<file path="src/teg_pkg.sv">
// Shared types, constants and command codes of the thermal erosion grid unit.
package teg_pkg;

	localparam int MAX_WIDTH_DEF   = 256;
	localparam int MAX_HEIGHT_DEF  = 256;
	localparam int SAMPLE_BITS_DEF = 16;

	localparam int DIM_W     = 9;
	localparam int PASS_W    = 16;
	localparam int TALUS_W   = 15;
	localparam int INDEX_W   = 16;
	localparam int VALUE_W   = 16;
	localparam int CFG_IDX_W = 2;

	// Request codes
	localparam logic [1:0] REQ_WRITE = 2'd0;
	localparam logic [1:0] REQ_RUN   = 2'd1;
	localparam logic [1:0] REQ_READ  = 2'd2;

	// Register indexes
	localparam logic [CFG_IDX_W-1:0] REG_WIDTH  = 2'd0;
	localparam logic [CFG_IDX_W-1:0] REG_HEIGHT = 2'd1;
	localparam logic [CFG_IDX_W-1:0] REG_PASSES = 2'd2;
	localparam logic [CFG_IDX_W-1:0] REG_TALUS  = 2'd3;

	// Datapath operations
	localparam logic [2:0] OP_NONE  = 3'd0;
	localparam logic [2:0] OP_RD_C  = 3'd1;
	localparam logic [2:0] OP_RD_N  = 3'd2;
	localparam logic [2:0] OP_WR_C  = 3'd3;
	localparam logic [2:0] OP_WR_N  = 3'd4;
	localparam logic [2:0] OP_HOST  = 3'd5;

	// Controller to datapath command
	typedef struct packed {
		logic [2:0]  op;
		logic [1:0]  nb;      // neighbor: up, down, left, right
		logic        clear;   // reset best-drop search for a new cell
		logic        load_c;  // capture center from read data
		logic        eval_n;  // compare neighbor from read data
	} cmd_t;

	// Datapath to controller status
	typedef struct packed {
		logic        slide;   // best drop exceeds talus
	} stat_t;

endpackage

</file>
<file path="src/teg_ctrl.sv">
// Controller state machine for host requests and the erosion walk.
module teg_ctrl import teg_pkg::*; #(
	parameter int MAX_WIDTH  = MAX_WIDTH_DEF,
	parameter int MAX_HEIGHT = MAX_HEIGHT_DEF,
	parameter int CW = $clog2(MAX_WIDTH),
	parameter int RW = $clog2(MAX_HEIGHT)
) (
	input  logic              clk,
	input  logic              arst_n,
	input  logic              in_valid,
	output logic              in_ready,
	input  logic [1:0]        in_type,
	input  logic [CW:0]       w_eff,
	input  logic [RW:0]       h_eff,
	input  logic [PASS_W-1:0] passes,
	output logic [CW-1:0]     col,
	output logic [RW-1:0]     row,
	output cmd_t              cmd,
	input  stat_t             stat,
	output logic              done_pulse,
	output logic              host_pulse,
	input  logic              out_busy
);

	localparam logic [3:0] S_IDLE = 4'd0, S_RC = 4'd1, S_WC = 4'd2, S_RN = 4'd3,
		S_EN = 4'd4, S_DEC = 4'd5, S_RB = 4'd7, S_WB = 4'd8,
		S_NEXT = 4'd10, S_DONE = 4'd11;

	logic [3:0]        state_q;
	logic [PASS_W-1:0] pass_q;
	logic [CW-1:0]     col_q;
	logic [RW-1:0]     row_q;
	logic [1:0]        nb_q;
	logic              last_col, last_row, last_pass;

	assign col = col_q;
	assign row = row_q;
	assign last_col  = ({1'b0, col_q} + 2'd2) >= w_eff;
	assign last_row  = ({1'b0, row_q} + 2'd2) >= h_eff;
	assign last_pass = (pass_q + 1'b1) >= passes;
	assign in_ready  = (state_q == S_IDLE) && !out_busy;
	assign host_pulse = in_valid && in_ready && (in_type != REQ_RUN);
	assign done_pulse = (state_q == S_DONE) && !out_busy;

	// Drive datapath command per state
	always_comb begin
		cmd = '0;
		cmd.nb = nb_q;
		case (state_q)
			S_IDLE: if (host_pulse) cmd.op = OP_HOST;
			S_RC:   cmd.op = OP_RD_C;
			S_WC:   begin cmd.load_c = 1'b1; cmd.clear = 1'b1; cmd.op = OP_RD_N; end
			S_RN:   cmd.op = OP_RD_N;
			S_EN:   begin cmd.eval_n = 1'b1; if (nb_q != 2'd3) cmd.op = OP_RD_N; end
			S_DEC:  if (stat.slide) cmd.op = OP_WR_C;
			S_RB:   cmd.op = OP_RD_N;
			S_WB:   cmd.op = OP_WR_N;
			default: ;
		endcase
		if (state_q == S_EN && nb_q != 2'd3) cmd.nb = nb_q + 2'd1;
		if (state_q == S_WC) cmd.nb = 2'd0;
	end

	// Sequence cells, neighbors and passes
	always_ff @(posedge clk or negedge arst_n) begin
		if (!arst_n) begin
			state_q <= S_IDLE;
			pass_q  <= '0;
			col_q   <= '0;
			row_q   <= '0;
			nb_q    <= '0;
		end else begin
			case (state_q)
				S_IDLE: if (in_valid && in_ready && in_type == REQ_RUN) begin
					pass_q <= '0;
					row_q  <= RW'(1);
					col_q  <= CW'(1);
					if (w_eff >= 3 && h_eff >= 3 && passes != 0) state_q <= S_RC;
					else state_q <= S_DONE;
				end
				S_RC: state_q <= S_WC;
				S_WC: begin nb_q <= 2'd0; state_q <= S_EN; end
				S_RN: state_q <= S_EN;
				S_EN: if (nb_q == 2'd3) state_q <= S_DEC;
					else nb_q <= nb_q + 2'd1;
				S_DEC: state_q <= stat.slide ? S_RB : S_NEXT;
				S_RB:  state_q <= S_WB;
				S_WB:  state_q <= S_NEXT;
				S_NEXT: begin
					nb_q <= 2'd0;
					state_q <= S_RC;
					if (!last_col) col_q <= col_q + 1'b1;
					else begin
						col_q <= CW'(1);
						if (!last_row) row_q <= row_q + 1'b1;
						else begin
							row_q <= RW'(1);
							if (last_pass) state_q <= S_DONE;
							else pass_q <= pass_q + 1'b1;
						end
					end
				end
				S_DONE: if (!out_busy) begin
					state_q <= S_IDLE;
					pass_q <= '0; row_q <= '0; col_q <= '0;
				end
				default: state_q <= S_IDLE;
			endcase
		end
	end

endmodule

</file>
<file path="config.mk">
export PLATFORM = sky130hd
export DESIGN_NAME = teg_ctrl
export DESIGN_NICKNAME = d
export VERILOG_FILES = /design/src/teg_pkg.sv /design/src/teg_ctrl.sv
export SDC_FILE = /design/constraint.sdc
export NUM_CORES = 1
export LEC_CHECK = 0
export BUFFER_PORTS_ARGS = -buffer_cell sky130_fd_sc_hd__buf_2
export CAP_MARGIN = 10
export CELL_PAD_IN_SITES_DETAIL_PLACEMENT = 0
export CELL_PAD_IN_SITES_GLOBAL_PLACEMENT = 1
export CORE_MARGIN = 2
export CORE_UTILIZATION = 45
export CTS_CLUSTER_DIAMETER = 30
export DETAILED_ROUTE_END_ITERATION = 8
export GPL_ROUTABILITY_DRIVEN = 0
export PLACE_DENSITY = 0.91
export REMOVE_ABC_BUFFERS = 1
export SLEW_MARGIN = 20
export SYNTH_ARGS = -nofsm -noshare
export SYNTH_HDL_FRONTEND = slang
export SYNTH_SLANG_ARGS = --single-unit
</file>
<file path="constraint.sdc">
create_clock -name clk -period 5.05 [get_ports clk]
set_input_delay 1.01 -clock clk [delete_from_list [all_inputs] [get_ports clk]]
set_output_delay 1.01 -clock clk [all_outputs]
set_load 0.005 [all_outputs]
</file>
# --- Word level (Yosys, flattened, before mapping) ---
# Cells that the tools add are included.
word_totals:
  reg_bits: 38
  wordCells: 89
op_classes:
  addsub: 6
  magnitude_cmp: 5
  eq_ne: 20
  mux: 32
  n_reduce_logical: 21
op_table:
  columns: ["operator", "count"]
  rows:
  - ["2-to-1 mux 16 bit", 5]
  - ["one-hot mux 16 bit (3 select lines)", 1]
  - ["one-hot mux 8 bit (3 select lines)", 2]
  - ["2-to-1 mux 8 bit", 5]
  - ["one-hot mux 4 bit (9 select lines)", 1]
  - ["2-to-1 mux 4 bit", 8]
  - ["adder 8 x 2 -> 9 bit, second input constant", 2]
  - ["greater-or-equal comparator 9 x 2 -> 1 bit, second input constant", 2]
  - ["greater-or-equal comparator 9 bit", 2]
  - ["one-hot mux 3 bit (6 select lines)", 1]
  - ["adder 16 x 1 -> 16 bit, second input constant", 1]
  - ["adder 8 x 1 -> 8 bit, second input constant", 2]
  - ["greater-or-equal comparator 16 bit", 1]
  - ["nonzero test 16 bit", 1]
  - ["== test 4 x 3 -> 1 bit, second input constant", 3]
  - ["== test 4 bit, second input constant", 3]
  - ["2-to-1 mux 2 bit", 6]
  - ["inequality test 2 bit, second input constant", 6]
  - ["== test 4 x 2 -> 1 bit, second input constant", 2]
  - ["logical AND 1 bit", 8]
  - ["inequality test 2 x 1 -> 1 bit, second input constant", 3]
  - ["AND reduction 3 bit", 2]
  - ["AND reduction 6 bit", 1]
  - ["== test 4 x 1 -> 1 bit, second input constant", 1]
  - ["14 further kinds", 15]

# --- Longest topological paths before layout ---
depth:
  ltp_word: 6
  depth_mapped: 14

# --- Worst setup path before layout ---
# OpenSTA, ideal clock, no wires.
synth_timing:
  path_kind: "flip-flop to flip-flop"
  startpoint: "register row_q[1] (netlist: row[1])"
  endpoint: "register pass_q[5]"
  setup_ns: 0.126
  arrival_time_ns: 2.855
  path_slack_ns: 2.069
  path_stages_with_launch: 12
  path_buffers: 0
  period_less_slack_ns: 2.981
  cell_sequence: "dfrtp_1 -> ha_1 -> and3_1 -> and3_1 -> xor2_1 -> ha_1 -> and4_1 -> nor3b_1 -> a311o_1 -> o21ai_1 -> a21oi_1 -> a221o_1"
synth_via:
  elab_chain_cells: 4
synth_rtl:
  columns: ["item", "line", "text"]
  rows:
  - ["start: declaration", "teg_ctrl.sv:32", "logic [RW-1:0] row_q;"]
  - ["start signal: assignment", "teg_ctrl.sv:95", "if (!last_row) row_q <= row_q + 1'b1;"]
  - ["adder 8 x 2 -> 9 bit", "teg_ctrl.sv:39", "assign last_row = ({1'b0, row_q} + 2'd2) >= h_eff;"]
  - ["greater-or-equal comparator 9 bit", "teg_ctrl.sv:39", null]
  - ["inequality test 2 bit (no source line)", null, null]
  - ["AND reduction 6 bit (no source line)", null, null]
  - ["end signal: assignment", "teg_ctrl.sv:99", "else pass_q <= pass_q + 1'b1;"]
  - ["end: declaration", "teg_ctrl.sv:30", "logic [PASS_W-1:0] pass_q;"]
# Every way passes these cells.
# A chain may end at the register's enable or synchronous reset.

# --- Final worst setup path ---
# Ends and elaborated chain as after synthesis.

==> impl_metrics.yaml <==
status:
  status: "finished, final reports clean"
power:
  clock_power_share: 0.167
  netSwitchingPower_mw: 0.612
  ir_drop_mv: 0.232
  combPwrFrac: 0.442
  p_sw_frac: 0.440
  power_leakage_nw: 2.05
  power_density_mw_per_mm2: 339
  p_seq_frac: 0.391
  intPower_mw: 0.778
synthesis:
  syn_area_per_cell_um2: 7.89
  syn_inst: 459
  yosys_warnings: 0
  synthMuxAreaShare: 0.0166
  yosys.area.top_type: "dfrtp_1"
  synth_xor_xnor_area_share: 0.0580
  ys.flop_type: "dfrtp_1"
  synth_simple_gate_area_frac: 0.231
  synth-compound-area-share: 0.215
  ys_types: 59
  synth_top_family_by_area: "simple AND/OR/NAND/NOR gates"
  ys_async_sr_fraction: 1.00
  synth_fa_ha_area_frac: 0.138
  synth_edf_count: 0
  syn_area_mm2: 0.00362
  synthTopCellsByArea: "dfrtp_1 26%, ha_1 14%, nand2_1 5.5%, inv_1 5.3%, xnor2_1 4.1%"
  synthDominantCellAreaShare: 0.263
  ys_seq_area_frac: 0.263
  synth-seq-cells: 38
timing:
  maxSlewViolCount: 0
  worst_slew_pin_slew_ns: 0.913
  hold_viol: 0
  rsz0062_at_grt: "no"
  period_share: 0.690
  layout_min_cycle_time_ns: 3.49
  fin_skew_ns: 0.00647
  hold_ws_ns: 0.565
  setup_viol: 0
  fin_setup_tns_ns: 0
  maxSlewHeadroom: 0.391
  max_clock_freq_mhz: 287
detailed_routing:
  drcViolationCount: 0
  routed_wl_mm: 9.33
  via_per_inst: 5.67
  ant_nets: 0
  first_pass_iters: 4
  wl_per_cell_um: 15.2
  dr.first_iter.drc_count: 214
  vias: 3491
setup_path:
  r2r_slack_ns: 1.56
  worst_ep_arrival_time_ns: 3.67
  cp_slowest_cell: "o21ai_1"
  r2r-end: "pass_q[5]"
  slowest_delay_ns: 0.47
  criticalPathCategory: "register to register"
  cp-end-kind: "register"
  startpoint: "row[1]"
  path_max_fanout: 10
  crit_chain: "ha_1 -> and3_1 -> and3_1 -> xor2_1 -> ha_1 -> and4_1 -> nor3b_1 -> a311o_1 -> o21ai_1 -> a21oi_1 -> a221o_1"
  r2r_cells: 11
  critPathLaunchType: "register"
  worstPathRequired_ns: 5.23
  r2r-start: "row[1]"
placed_design:
  dpl_cell_area_mm2: 0.00400
  dp_hpwl_mm: 7.01
  io_buffers: 67
clocking:
  ctsResizeCount: 0
  cts_setup_buffers: 0
  cts_buffer_depth: 2
  cts-root-buf: "clkbuf_8"
  cts_buffers: 5
  clkLatencyLatePin_ns: 0.30
  tritoncts: "done"
  holdBufCountCts: 0
  cts.clk_slew.worst_paths_ns: 0.09
  cts_max_level: 2
  cts_sinks: 38
floorplan:
  row_count: 32
  die_area_mm2: 0.00878
  die_h_um: 93.7
  floorplan.core_area_mm2: 0.00777
  initial_utilization: 0.466
  die_x_um: 93.7
  pin_count: 68
layout:
  design_area_mm2: 0.00410
  multi_input_area_mm2: 0.00239
  area_growth_pct: 13.1
  fillCellCount: 773
  nets: 594
  drive_gt1_frac: 0.167
  seqCellArea_um2: 951
  diodes: 0
grt:
  grt_pass1_vias: 3290
  antenna_found_initial: 0
  use_met1: 0.297
  grt_overflow: 0
  gr-usage-met3: 0.0297
  grt_use_total: 0.221
  grt_max_degree: 39
  grt_pass1_wl_mm: 15.6
  grt_busiest_layer: "met2"
  grtUsageMet2: 0.368
worst_hold_path:
  hold_start: "col[7]"
  holdPathEnd: "col[7]"
  min_path_cells: 1
  hold_path.class: "register to register"
flow_run:
  maxCapViolations: 0
==> cells in the mapped netlist, types with 2 or more instances <==
cell	instances
ha_1	40
a21oi_1	29
nor2b_1	3
a211oi_2	2
or3_1	4
or2_2	2
nand2b_1	6
clkbuf_1	13
o2111ai_1	4
nor2_2	2
nor2_1	25
a31oi_1	6
buf_2	4
a211o_1	4
inv_1	51
xor2_1	7
nand2_1	53
nand4_1	9
buf_1	2
nor3_1	17
and2_1	2
o32ai_1	2
mux2i_1	6
xnor2_1	17
nor4_1	8
nand3_1	19
and3_1	7
o211ai_1	7
nor3b_1	3
o21ai_1	8
o21a_1	3
or4_1	3
o21ai_0	15
and4_1	3
a22o_1	6
dfrtp_1	38
a221o_1	6
o211a_1	2
==> metrics by stage <==
step	util	worst slack, ns	std cells	power [mW]
2_1_floorplan	-	2.07	438	0.935
3_3_place_gp	0.515	1.64	608	1.13
3_5_place_dp	0.515	1.59	608	1.15
4_1_cts	0.528	1.59	616	1.39
5_1_grt	0.528	1.38	616	1.51
6_report	0.528	1.56	616	1.39
==> worst max-delay path, delay by kind of cell (launching register included) <==
family	cells	cell delay [ns]
xor+xnor	1	0.14
simple gates	4	0.82
flops	1	0.46
fa+ha+maj	2	0.57
compound gates	4	1.39
==> placed cells by master, fill, tap and decap left out, types with 2 or more instances in the layout <==
| master | instances |
|---|---|
| o2111ai_1 | 4 |
| inv_1 | 51 |
| o21ai_1 | 8 |
| and3_1 | 7 |
| mux2i_1 | 6 |
| ha_1 | 40 |
| nor3_1 | 16 |
| a221o_1 | 6 |
| nand3_1 | 19 |
| o211ai_1 | 7 |
| buf_2 | 67 |
| xnor2_1 | 17 |
| or3_1 | 4 |
| o21a_1 | 3 |
| nor2b_1 | 3 |
| nor2_2 | 2 |
| o21ai_0 | 15 |
| nand4_1 | 9 |
| nor4_1 | 8 |
| clkbuf_8 | 6 |
| nor2_1 | 25 |
| or4_1 | 3 |
| dfrtp_1 | 38 |
| and2_1 | 2 |
| xor2_1 | 7 |
| a211oi_2 | 2 |
| o32ai_1 | 2 |
| or2_2 | 2 |
| a21oi_1 | 29 |
| and4_1 | 3 |
| a211o_1 | 4 |
| nor3b_1 | 3 |
| a31oi_1 | 6 |
| nand2b_1 | 6 |
| a22o_1 | 6 |
| nand2_1 | 53 |
| o211a_1 | 2 |
==> area by class of cell <==
class | count | share of cell area
clock buffer | 6 | 0.0202
clock inverter | 2 | 0.00305
inverter | 51 | 0.0467
multi-input combinational | 349 | 0.583
sequential | 38 | 0.232
tap | 102 | 0.0311
timing repair buffer | 68 | 0.0837
==> worst max path at each step <==
| stage | depth (start not counted) | slack (ns) | endpoint |
|---|---|---|---|
| global route | 11 | 1.38 | pass_q[8] |
| floorplan | 11 | 2.07 | pass_q[5] |
| global placement | 11 | 1.64 | pass_q[14] |
| finish | 11 | 1.56 | pass_q[5] |
| CTS | 11 | 1.59 | pass_q[5] |
| detailed placement | 11 | 1.59 | pass_q[5] |
==> power by group through the flow <==
stage	Sequential (mW)	Clock, mW	Combinational [mW]
2_1_floorplan	0.504	0	0.431
3_3_place_gp	0.541	0	0.593
3_5_place_dp	0.544	0	0.610
4_1_cts	0.540	0.232	0.616
5_1_grt	0.560	0.246	0.708
6_report	0.543	0.232	0.614
==> flip-flops by register name, summed over array words and instances, names as in the netlist <==
register / cells
nb_q: 2
col: 8
pass_q: 16
row: 8
state_q: 4
==> per-layer routing <==
| metal | vias up | wire (um) |
|---|---|---|
| met4 | 0 | 137 |
| met1 | 1626 | 4340 |
| met2 | 100 | 4440 |
| met5 | - | 0 |
| met3 | 13 | 416 |
| li1 | 1752 | - |
==> kinds of logic after synthesis <==
kind of cell / after synthesis
xor+xnor: 24
compound gates: 110
mux: 6
flops: 38
buf+inv: 72
fa+ha+maj: 40
simple gates: 169
Note: power is estimated with default switching activity, not from simulation.
